--- config.mk ---
export PLATFORM = sky130hd
export DESIGN_NAME = integer_literal_scanner_unit
export DESIGN_NICKNAME = d
export VERILOG_FILES = /design/src/hw/rtl/ils_pkg.sv /design/src/hw/rtl/integer_literal_scanner_unit.sv /design/src/hw/rtl/ils_step.sv
export SDC_FILE = /design/constraint.sdc
export NUM_CORES = 1
export LEC_CHECK = 0
export BUFFER_PORTS_ARGS = -buffer_cell sky130_fd_sc_hd__clkbuf_2
export CELL_PAD_IN_SITES_DETAIL_PLACEMENT = 1
export CELL_PAD_IN_SITES_GLOBAL_PLACEMENT = 1
export CORE_UTILIZATION = 48
export DETAILED_ROUTE_END_ITERATION = 8
export GPL_TIMING_DRIVEN = 1
export PLACE_DENSITY_LB_ADDON = 0.15
export SYNTH_ARGS = -nofsm -noshare
export SYNTH_HDL_FRONTEND = slang
export SYNTH_SLANG_ARGS = --single-unit
--- constraint.sdc ---
create_clock -name clk -period 10.9 [get_ports clk]
set_input_delay 1.09 -clock clk [delete_from_list [all_inputs] [get_ports clk]]
set_output_delay 1.09 -clock clk [all_outputs]
set_load 0.01 [all_outputs]
--- src/hw/rtl/ils_pkg.sv ---
// Shared types and character codes for the integer literal scanner.
package ils_pkg;

  typedef enum logic [1:0] {
    PH_IDLE   = 2'd0,
    PH_ZERO   = 2'd1,
    PH_DIGITS = 2'd2
  } phase_t;

  typedef enum logic [1:0] {
    RADIX_DEC = 2'd0,
    RADIX_HEX = 2'd1,
    RADIX_BIN = 2'd2,
    RADIX_OCT = 2'd3
  } radix_t;

  typedef struct packed {
    phase_t      phase;
    radix_t      radix;
    logic [63:0] accum;
    logic        digit_err;
    logic        ovf;
  } scan_state_t;

  typedef struct packed {
    logic [63:0] value;
    radix_t      radix;
    logic        bad_digit;
    logic        overflowed;
  } scan_result_t;

  localparam logic [7:0] CH_0     = 8'h30;
  localparam logic [7:0] CH_1     = 8'h31;
  localparam logic [7:0] CH_9     = 8'h39;
  localparam logic [7:0] CH_UC_A  = 8'h41;
  localparam logic [7:0] CH_UC_B  = 8'h42;
  localparam logic [7:0] CH_UC_F  = 8'h46;
  localparam logic [7:0] CH_UC_X  = 8'h58;
  localparam logic [7:0] CH_LC_A  = 8'h61;
  localparam logic [7:0] CH_LC_B  = 8'h62;
  localparam logic [7:0] CH_LC_F  = 8'h66;
  localparam logic [7:0] CH_LC_X  = 8'h78;

  localparam scan_state_t SCAN_CLEAR = '{
    phase:     PH_IDLE,
    radix:     RADIX_DEC,
    accum:     64'd0,
    digit_err: 1'b0,
    ovf:       1'b0
  };

endpackage

--- src/hw/rtl/integer_literal_scanner_unit.sv ---
// A character that ends a literal waits in the input register until the result
// register is free or being emptied, and its result is then loaded into it.
// Throughput: one character per cycle while the result register is free or emptied;
// the 64-bit shift-add and carry check of the accumulator feeds the state register.
// Reset (rst_n low, synchronous) empties both registers and returns the scanner to
// idle with a cleared accumulator and flags.
module integer_literal_scanner_unit (
  input  logic                clk,
  input  logic                rst_n,
  input  logic                in_valid,
  output logic                in_ready,
  input  logic [7:0]          in_ch,
  output logic                out_valid,
  input  logic                out_ready,
  output logic [63:0]         out_value,
  output logic [1:0]          out_base_code,
  output logic                out_bad_digit,
  output logic                out_overflowed
);
  import ils_pkg::*;

  logic         ch_valid_r;
  logic [7:0]   ch_r;
  scan_state_t  state_r;
  scan_state_t  state_nxt;
  logic         emit;
  scan_result_t result;
  logic         out_valid_r;
  scan_result_t result_r;
  logic         advance;

  ils_step u_step (
    .state_i     (state_r),
    .ch_i        (ch_r),
    .state_nxt_o (state_nxt),
    .emit_o      (emit),
    .result_o    (result)
  );

  // The held character is processed once the result register is free or being emptied.
  assign advance  = ch_valid_r && (!out_valid_r || out_ready);
  assign in_ready = !ch_valid_r || advance;

  always_ff @(posedge clk) begin
    if (!rst_n) begin
      ch_valid_r <= 1'b0;
    end else if (in_ready) begin
      ch_valid_r <= in_valid;
    end
  end

  always_ff @(posedge clk) begin
    if (in_valid && in_ready) begin
      ch_r <= in_ch;
    end
  end

  always_ff @(posedge clk) begin
    if (!rst_n) begin
      state_r <= SCAN_CLEAR;
    end else if (advance) begin
      state_r <= state_nxt;
    end
  end

  always_ff @(posedge clk) begin
    if (!rst_n) begin
      out_valid_r <= 1'b0;
    end else if (advance && emit) begin
      out_valid_r <= 1'b1;
    end else if (out_ready) begin
      out_valid_r <= 1'b0;
    end
  end

  always_ff @(posedge clk) begin
    if (advance && emit) begin
      result_r <= result;
    end
  end

  assign out_valid      = out_valid_r;
  assign out_value      = result_r.value;
  assign out_base_code  = result_r.radix;
  assign out_bad_digit  = result_r.bad_digit;
  assign out_overflowed = result_r.overflowed;

endmodule

--- src/hw/rtl/ils_step.sv ---
// Next-state and result logic of the scanner for one character.
module ils_step (
  input  ils_pkg::scan_state_t  state_i,
  input  logic [7:0]            ch_i,
  output ils_pkg::scan_state_t  state_nxt_o,
  output logic                  emit_o,
  output ils_pkg::scan_result_t result_o
);
  import ils_pkg::*;

  logic       is_dec;
  logic       is_lc;
  logic       is_uc;
  logic       is_hex;
  logic [3:0] digit;

  // Multiply by the base as a shift-add, then add the digit; any carry out of
  // 64 bits is an overflow.
  function automatic scan_state_t take_digit(scan_state_t s_in, logic [3:0] d);
    scan_state_t s;
    logic [4:0]  base;
    logic [3:0]  dv;
    logic [67:0] wide;
    logic [67:0] prod;
    begin
      s    = s_in;
      wide = {4'd0, s_in.accum};
      case (s_in.radix)
        RADIX_DEC: begin
          base = 5'd10;
          prod = (wide << 3) + (wide << 1);
        end
        RADIX_HEX: begin
          base = 5'd16;
          prod = wide << 4;
        end
        RADIX_BIN: begin
          base = 5'd2;
          prod = wide << 1;
        end
        RADIX_OCT: begin
          base = 5'd8;
          prod = wide << 3;
        end
        default: begin
          base = 5'd10;
          prod = (wide << 3) + (wide << 1);
        end
      endcase
      dv = d;
      if (!s_in.ovf) begin
        if ({1'b0, d} >= base) begin
          s.digit_err = 1'b1;
          dv = 4'd0;
        end
        prod = prod + {64'd0, dv};
        if (prod[67:64] != 4'd0) begin
          s.ovf   = 1'b1;
          s.accum = 64'd0;
        end else begin
          s.accum = prod[63:0];
        end
      end
      return s;
    end
  endfunction

  always_comb begin
    is_dec = (ch_i >= CH_0) && (ch_i <= CH_9);
    is_lc  = (ch_i >= CH_LC_A) && (ch_i <= CH_LC_F);
    is_uc  = (ch_i >= CH_UC_A) && (ch_i <= CH_UC_F);
    is_hex = is_dec || is_lc || is_uc;
    if (is_dec) begin
      digit = 4'(ch_i - CH_0);
    end else if (is_lc) begin
      digit = 4'(ch_i - CH_LC_A + 8'd10);
    end else if (is_uc) begin
      digit = 4'(ch_i - CH_UC_A + 8'd10);
    end else begin
      digit = 4'd0;
    end
  end

  always_comb begin
    state_nxt_o         = state_i;
    emit_o              = 1'b0;
    result_o.value      = state_i.ovf ? 64'd0 : state_i.accum;
    result_o.radix      = state_i.radix;
    result_o.bad_digit  = state_i.digit_err;
    result_o.overflowed = state_i.ovf;
    case (state_i.phase)
      PH_ZERO: begin
        if ((ch_i == CH_LC_X) || (ch_i == CH_UC_X)) begin
          state_nxt_o.radix = RADIX_HEX;
          state_nxt_o.phase = PH_DIGITS;
        end else if ((ch_i == CH_LC_B) || (ch_i == CH_UC_B)) begin
          state_nxt_o.radix = RADIX_BIN;
          state_nxt_o.phase = PH_DIGITS;
        end else if (is_dec) begin
          state_nxt_o.radix = RADIX_OCT;
          state_nxt_o.phase = PH_DIGITS;
          state_nxt_o       = take_digit(state_nxt_o, digit);
        end else if (is_hex) begin
          state_nxt_o.radix = RADIX_DEC;
          state_nxt_o.phase = PH_DIGITS;
          state_nxt_o       = take_digit(state_nxt_o, digit);
        end else begin
          emit_o         = 1'b1;
          result_o.radix = RADIX_DEC;
          state_nxt_o    = SCAN_CLEAR;
        end
      end
      PH_DIGITS: begin
        if (is_hex) begin
          state_nxt_o = take_digit(state_i, digit);
        end else begin
          emit_o      = 1'b1;
          state_nxt_o = SCAN_CLEAR;
        end
      end
      default: begin
        // Idle, and the unused phase code behaves the same.
        if (ch_i == CH_0) begin
          state_nxt_o       = SCAN_CLEAR;
          state_nxt_o.phase = PH_ZERO;
        end else if ((ch_i >= CH_1) && (ch_i <= CH_9)) begin
          state_nxt_o       = SCAN_CLEAR;
          state_nxt_o.phase = PH_DIGITS;
          state_nxt_o.accum = {60'd0, digit};
        end else begin
          state_nxt_o.phase = PH_IDLE;
        end
      end
    endcase
  end

endmodule
## Word-level counts from Yosys, hierarchy flattened

Cells that the tools add are included.

- Eq/ne operators: 19
- Order comparisons: 10
- Mux-type cells: 79
- Reduce and logical (&&, ||, !) cells: 26
- Add/sub/neg operators: 9

Operator list:

| operator | count |
|---|---|
| 2-to-1 mux 68 bit | 12 |
| 2-to-1 mux 66 bit | 5 |
| 2-to-1 mux 70 bit | 4 |
| one-hot mux 68 bit (4 select lines) | 1 |
| adder 68 x 4 -> 68 bit | 3 |
| 2-to-1 mux 64 bit | 3 |
| one-hot mux 70 bit (2 select lines) | 1 |
| 2-to-1 mux 4 bit | 22 |
| adder 67 x 65 -> 68 bit | 1 |
| 2-to-1 mux 5 bit | 11 |
| == test 8 x 7 -> 1 bit (second input constant) | 4 |
| one-hot mux 5 bit (4 select lines) | 1 |
| greater-or-equal comparator 8 x 6 -> 1 bit (second input constant) | 2 |
| greater-or-equal comparator 8 x 7 -> 1 bit (second input constant) | 2 |
| less-or-equal comparator 8 x 7 -> 1 bit (second input constant) | 2 |
| nonzero test 4 bit | 4 |
| greater-or-equal comparator 4 x 5 -> 1 bit | 3 |
| != test 3 bit (second input constant) | 5 |
| 2-to-1 mux 1 bit | 12 |
| 2-to-1 mux 2 bit | 6 |
| subtractor 4 x 1 -> 4 bit (second input constant) | 3 |
| AND reduction 10 bit | 1 |
| adder 4 bit (second input constant) | 2 |
| == test 8 x 6 -> 1 bit (second input constant) | 1 |
| other kinds (15) | 32 |

- Logic and storage cells: 155
- Output and inout port bits: 70
- Bits in registers: 148

## Depth between registers and ports, before layout

- Depth after elaboration: 26
- Mapped depth: 33
- Gate-level depth less buffers: 26

## Cells and area by module

A second synthesis with hierarchy kept.

- Cells, all modules: 2606
- Area, all modules: 19388.6 um^2

Modules (own cells, without submodules):

| module | sequential area each (um^2) | cells each | area each (um^2) | instances |
|---|---|---|---|---|
| ils_step | 0.0 | 2214 | 14138.6 | 1 |
| integer_literal_scanner_unit | 3723.6 | 392 | 5250.0 | 1 |

## Worst setup path before layout

Ideal clock, no wire load.

- Path kind: register to register
- Start point: register state_r[66] (netlist bit)
- End point: register state_r[3] (netlist bit)
- Slack: 2841 ps
- Library setup time: 74 ps
- Period minus slack after synthesis: 8059 ps
- Cell stages (with the launch flop): 34
- Arrival time: 7985 ps
- Path through: dfxtp_1 -> inv_1 -> ha_1 -> clkbuf_1 -> clkbuf_1 -> buf_1 -> clkbuf_1 -> clkbuf_1 -> buf_1 -> clkbuf_1 -> clkbuf_1 -> buf_1 -> or2_2 -> ha_1 -> nand2_1 -> nand3_1 -> a21oi_1 -> nor2_1 -> nor2_1 -> ha_1 -> fa_1 -> a21oi_1 -> or2_2 -> nor4_1 -> and4_1 -> nor2b_1 -> nand4_1 -> or3_4 -> or4b_4 -> a211oi_4 -> nand4_2 -> buf_6 -> buf_6 -> o22ai_2

- Word-level cells in the longest chain between the ends: 15
- Elaborated cells between the ends (all ways): 21

RTL lines:

| element | line | text |
|---|---|---|
| start: declaration | integer_literal_scanner_unit.sv:24 | `scan_state_t state_r;` |
| start signal: assignment | integer_literal_scanner_unit.sv:62 | `state_r <= state_nxt;` |
| == test 2 bit (tied with other cells) | ils_step.sv:28 | `case (s_in.radix)` |
| one-hot mux 5 bit (4 select lines) | ils_step.sv:28 |  |
| 2-to-1 mux 5 bit | ils_step.sv:114 | `if (is_hex) begin` |
| 2-to-1 mux 5 bit | ils_step.sv:91 | `case (state_i.phase)` |
| greater-or-equal comparator 4 x 5 -> 1 bit | ils_step.sv:52 | `if ({1'b0, d} >= base) begin` |
| 2-to-1 mux 4 bit | ils_step.sv:52 |  |
| 2-to-1 mux 4 bit | ils_step.sv:51 | `if (!s_in.ovf) begin` |
| 2-to-1 mux 4 bit | ils_step.sv:114 |  |
| 2-to-1 mux 4 bit | ils_step.sv:91 |  |
| adder 68 x 4 -> 68 bit (*) | ils_step.sv:56 | `prod = prod + {64'd0, dv};` |
| nonzero test 4 bit | ils_step.sv:57 | `if (prod[67:64] != 4'd0) begin` |
| 2-to-1 mux 64 bit (*) | ils_step.sv:57 |  |
| 2-to-1 mux 66 bit (*) | ils_step.sv:51 |  |
| 2-to-1 mux 70 bit (*) | ils_step.sv:114 |  |
| one-hot mux 70 bit (2 select lines) (*) | ils_step.sv:91 |  |

Every way passes the cells marked *; elsewhere a longest branch is shown, timed or not. The select of a mux whose other input is x is not followed.
A chain may end at the register's enable or synchronous reset.

## Worst setup path after layout

- Start point: register ch_r[0]
- End point: register state_r[56] (netlist bit)

- Word-level cells in the longest chain between the ends: 22
- Elaborated cells between the ends (all ways): 74

RTL lines:

| element | line | text |
|---|---|---|
| start: declaration | integer_literal_scanner_unit.sv:23 | `logic [7:0] ch_r;` |
| start signal: assignment | integer_literal_scanner_unit.sv:54 | `ch_r <= in_ch;` |
| subtractor 4 x 1 -> 4 bit (tied with other cells) | ils_step.sv:76, ils_step.sv:78 |  |
| adder 4 bit / logical AND 1 bit (equally long branches) | ils_step.sv:76, ils_step.sv:78, ils_step.sv:71 |  |
| 2-to-1 mux 4 bit | ils_step.sv:77 | `end else if (is_uc) begin` |
| 2-to-1 mux 4 bit | ils_step.sv:75 | `end else if (is_lc) begin` |
| 2-to-1 mux 4 bit | ils_step.sv:73 | `if (is_dec) begin` |
| greater-or-equal comparator 4 x 5 -> 1 bit | ils_step.sv:52 |  |
| 2-to-1 mux 4 bit | ils_step.sv:52 |  |
| 2-to-1 mux 4 bit | ils_step.sv:51 |  |
| [6 not listed] | -- |  |
| nonzero test 4 bit | ils_step.sv:57 |  |
| 2-to-1 mux 64 bit | ils_step.sv:57 |  |
| 2-to-1 mux 66 bit | ils_step.sv:51 |  |
| 2-to-1 mux 70 bit | ils_step.sv:103 | `end else if (is_hex) begin` |
| 2-to-1 mux 70 bit | ils_step.sv:99 | `end else if (is_dec) begin` |
| 2-to-1 mux 66 bit | ils_step.sv:96 | `end else if ((ch_i == CH_LC_B) \|\| (ch_i == CH_UC_B)) begin` |
| 2-to-1 mux 66 bit | ils_step.sv:93 | `if ((ch_i == CH_LC_X) \|\| (ch_i == CH_UC_X)) begin` |
| one-hot mux 70 bit (2 select lines) | ils_step.sv:91 |  |

Parallel ways exist; a longest one is shown, timed or not. The select of a mux whose other input is x is not followed.

==> results by group <==
Route
  • Top layer in use: met5
  • Iter 0 DRT Violations: 2088
  • Avg WL per Cell: 26.9 um
  • Wire length on met2: approximately 35 mm
  • Metal3 WL: 7.63 mm
  • First-pass iteration count of the detailed router: 9
  • Metal-1 WL: about 34 mm
  • Number of nets with antenna violations after routing: 0
  • Total number of vias: 20.6k
  • Via-per-instance ratio: approximately 7.0
  • WL final: approximately 80 mm
  • # DRC: 0

Run
  • Max-Cap Viols: 0

Die
  • Core area: approximately 38000 um^2
  • Die area: a little under 40000 um^2
  • Die H: around 200 um
  • Initial Util: roughly 49%
  • # IOs: between 80 and 90
  • Die width: between 150 and 200 um
  • Num rows: 71

STA
  • Max Clock Freq: 0.114 GHz
  • Hold Vio Cnt, Final: 0
  • Minimum clock period: approximately 9 ns
  • Unrepaired setup endpoints after global routing: no
  • Final setup vio count: 0
  • Final WS setup: between 2 and 2.5 ns
  • Period utilisation layout: 80.5%
  • Slew margin rel.: under 10%
  • Final slew viol count: 0
  • Setup_tns: 0 ns
  • Worst hold margin: roughly 0.48 ns
  • Actual slew at the worst max-slew pin: between 1 and 1.5 ns
  • Worst clock skew: 0.00913 ns

Yosys
  • Syn_nets: between 2k and 3k
  • Ys async rst share: 0%
  • Top post-synthesis cells by area: edfxtp_1 12%, dfxtp_1 7.9%, nand2_1 5.7%, ha_1 5.6%, a21oi_1 5.3%
  • Distinct cells, synth: just under 100
  • Sequential fraction of the synthesis area: approximately 20%
  • Leading area contributor after synthesis: edfxtp_1
  • Mapped Cells: 2492
  • Ys flop type: edfxtp_1
  • Synth Area per Inst: around 7.4 um^2
  • Synth Warn #: 0
  • Cell Area, Synth: about 18000 um^2
  • Number of synthesized register bits: around 150
  • Top cell type's share of synthesized area: between 10 and 15%
  • Post-synth EDFFs: 76

Final layout
  • Antenna diodes: 0
  • Fin util: around half
  • Post-synthesis to final-layout area growth: 5.94%
  • Fillers: between 4k and 5k
  • Layout cells sized above 1: ~8.8%
  • Design Area, Final: 19400 um^2
  • Nets: 2528
  • Register area: 3720 um^2
  • Area occupied by multi-input gates: 13700 um^2

Worst setup path
  • Crit path DAT: 9.15 ns
  • Origin of the worst setup path: ch_r[0]$_DFFE_PP_
  • Buf/Inv on CP: 2
  • CP max stage cell: nor4_1
  • Kind of critical path: reg -> reg
  • CP Data Required Time: ~11 ns
  • CP max FO: 40
  • CP Capture Type: flip-flop
  • Slowest stage delay, CP: a little under 0.8 ns
  • Top delay family on crit path: simple AND/OR/NAND/NOR gates
  • Critical Path Source Type: flip-flop
  • Critical register-to-register path startpoint: ch_r[0]$_DFFE_PP_

Power
  • PwrDens: 62.4 nW/um^2
  • Pleak: about 0.0065 uW
  • VDD IR max: ~0.085 mV

Clock tree
  • CTS resizes: 0
  • Num Clock Sinks: ~150
  • Worst-path clk slew: 0.06 ns
  • CTS root buffer: clkbuf_16
  • TritonCTS clock tree: built
  • Worst-Skew Late Latency: 0.45 ns
  • Max H-tree Level: 4
  • Hold buffer count at cts: 0
  • Maximum clock path buffer count: 2
  • Clock buffer count from CTS: 17
  • Post-CTS setup buffer count: 0

GRT
  • GRT Util Overall: between 40% and 50%
  • Initial antenna violation count: 1
  • Global route overflow: 0
  • Global-route wire length before repair: around 120 mm
  • Vias in the first global route: about 20k
  • Largest net degree at the start of global routing: 70

Hold path
  • Worst min path class: reg -> reg
  • Hold path start: state_r[1]$_SDFFE_PN0P_

Place
  • Dpl hpwl: 60.4 mm
  • Routability Congestion: about 1.0
  • Placed Area: between 15000 and 20000 um^2
  • Number of I/O port buffers: between 80 and 90
  • Worst slack at placement: approximately 2.4 ns

Outcome
  • Status: finished, final reports clean
==> area by class of cell <==
type                       instances  share of cell area [%]
clock buffer                      20                    2.25
clock inverter                    12                   0.708
inverter                          46                   0.889
multi-input combinational       2111                    70.6
sequential                       148                    19.2
tap                              511                    3.29
timing repair buffer             107                    3.09
==> sequential cells by signal, indices dropped and copies added (netlist names) <==
signal	flops
out_base_code	2
state_r	70
ch_valid_r	1
out_valid	1
out_bad_digit	1
ch_r	8
out_overflowed	1
out_value	64
==> where the power goes <==
| part | total (uW) | internal, uW | switching (uW) | leakage (uW) |
|---|---|---|---|---|
| Sequential | 585 | 583 | 2.65 | 0.00135 |
| Clock | 603 | 355 | 247 | 0.000278 |
| Combinational | 23.6 | 7.33 | 16.3 | 0.00489 |
| Total | 1210 | 945 | 266 | 0.00651 |
==> layer usage <==
metal	track usage, %	vias up
met3	7.65	157
met2	62.0	1039
met4	14.1	4
met5	2.17	-
li1	-	9244
met1	55.3	10100
==> cells in the mapped netlist (46+ instances only) <==
master	n
a222oi_1	51
xnor2_1	104
nand3_1	78
o21ai_1	59
a21oi_1	194
nor3_1	68
ha_1	82
nor2b_1	74
nand2_1	277
nand4_1	89
clkbuf_1	139
edfxtp_1	76
o21ai_0	147
dfxtp_1	72
xor2_1	104
inv_1	46
nor2_1	198
==> path summary, 6_finish.rpt <==
check                              to  slack (ns)  cells past startpoint
max          state_r[56]$_SDFFE_PN0P_        2.13                     26
min           out_bad_digit$_DFFE_PP_        0.48                      0
max reg2reg  state_r[56]$_SDFFE_PN0P_        2.13                     26
min reg2reg   out_bad_digit$_DFFE_PP_        0.48                      0
==> metrics by stage <==
| step | total power, uW | cells |
|---|---|---|
| 6_report | 1210 | 2955 |
| 5_1_grt | 1240 | 2955 |
| 4_1_cts | 1210 | 2955 |
| 3_5_place_dp | 620 | 2923 |
| 3_3_place_gp | 620 | 2923 |
| 2_1_floorplan | 612 | 2492 |
==> logic make-up (layout without fill, tap and decap cells) <==
group | after synthesis | after routing | share of synthesized area (%)
simple gates | 1002 | 1002 | 28.0
compound gates | 778 | 778 | 28.7
buf+inv | 233 | 185 | 5.16
xor+xnor | 208 | 208 | 9.93
flops | 148 | 148 | 20.3
fa+ha+maj | 85 | 85 | 5.92
mux | 37 | 37 | 2.05
other cells | 1 | 1 | 0.0204
==> placed cells by master (no fill, tap or decap), drive strengths merged, types with 20 or more instances in the layout <==
cell / instances
nand2: 278
o21ai: 213
a21oi: 199
nor2: 198
xnor2: 104
xor2: 104
clkbuf: 101
nand4: 91
ha: 82
nand3: 78
edfxtp: 76
nor2b: 75
dfxtp: 72
nor3: 68
a222oi: 51
inv: 46
o211ai: 34
nor4: 33
mux2i: 32
a21o: 31
and2: 30
a211oi: 30
and4: 28
buf: 26
and3: 24
a22oi: 23
or3: 23
o21a: 22
or2: 20
Note: power is estimated with default switching activity, not from simulation.
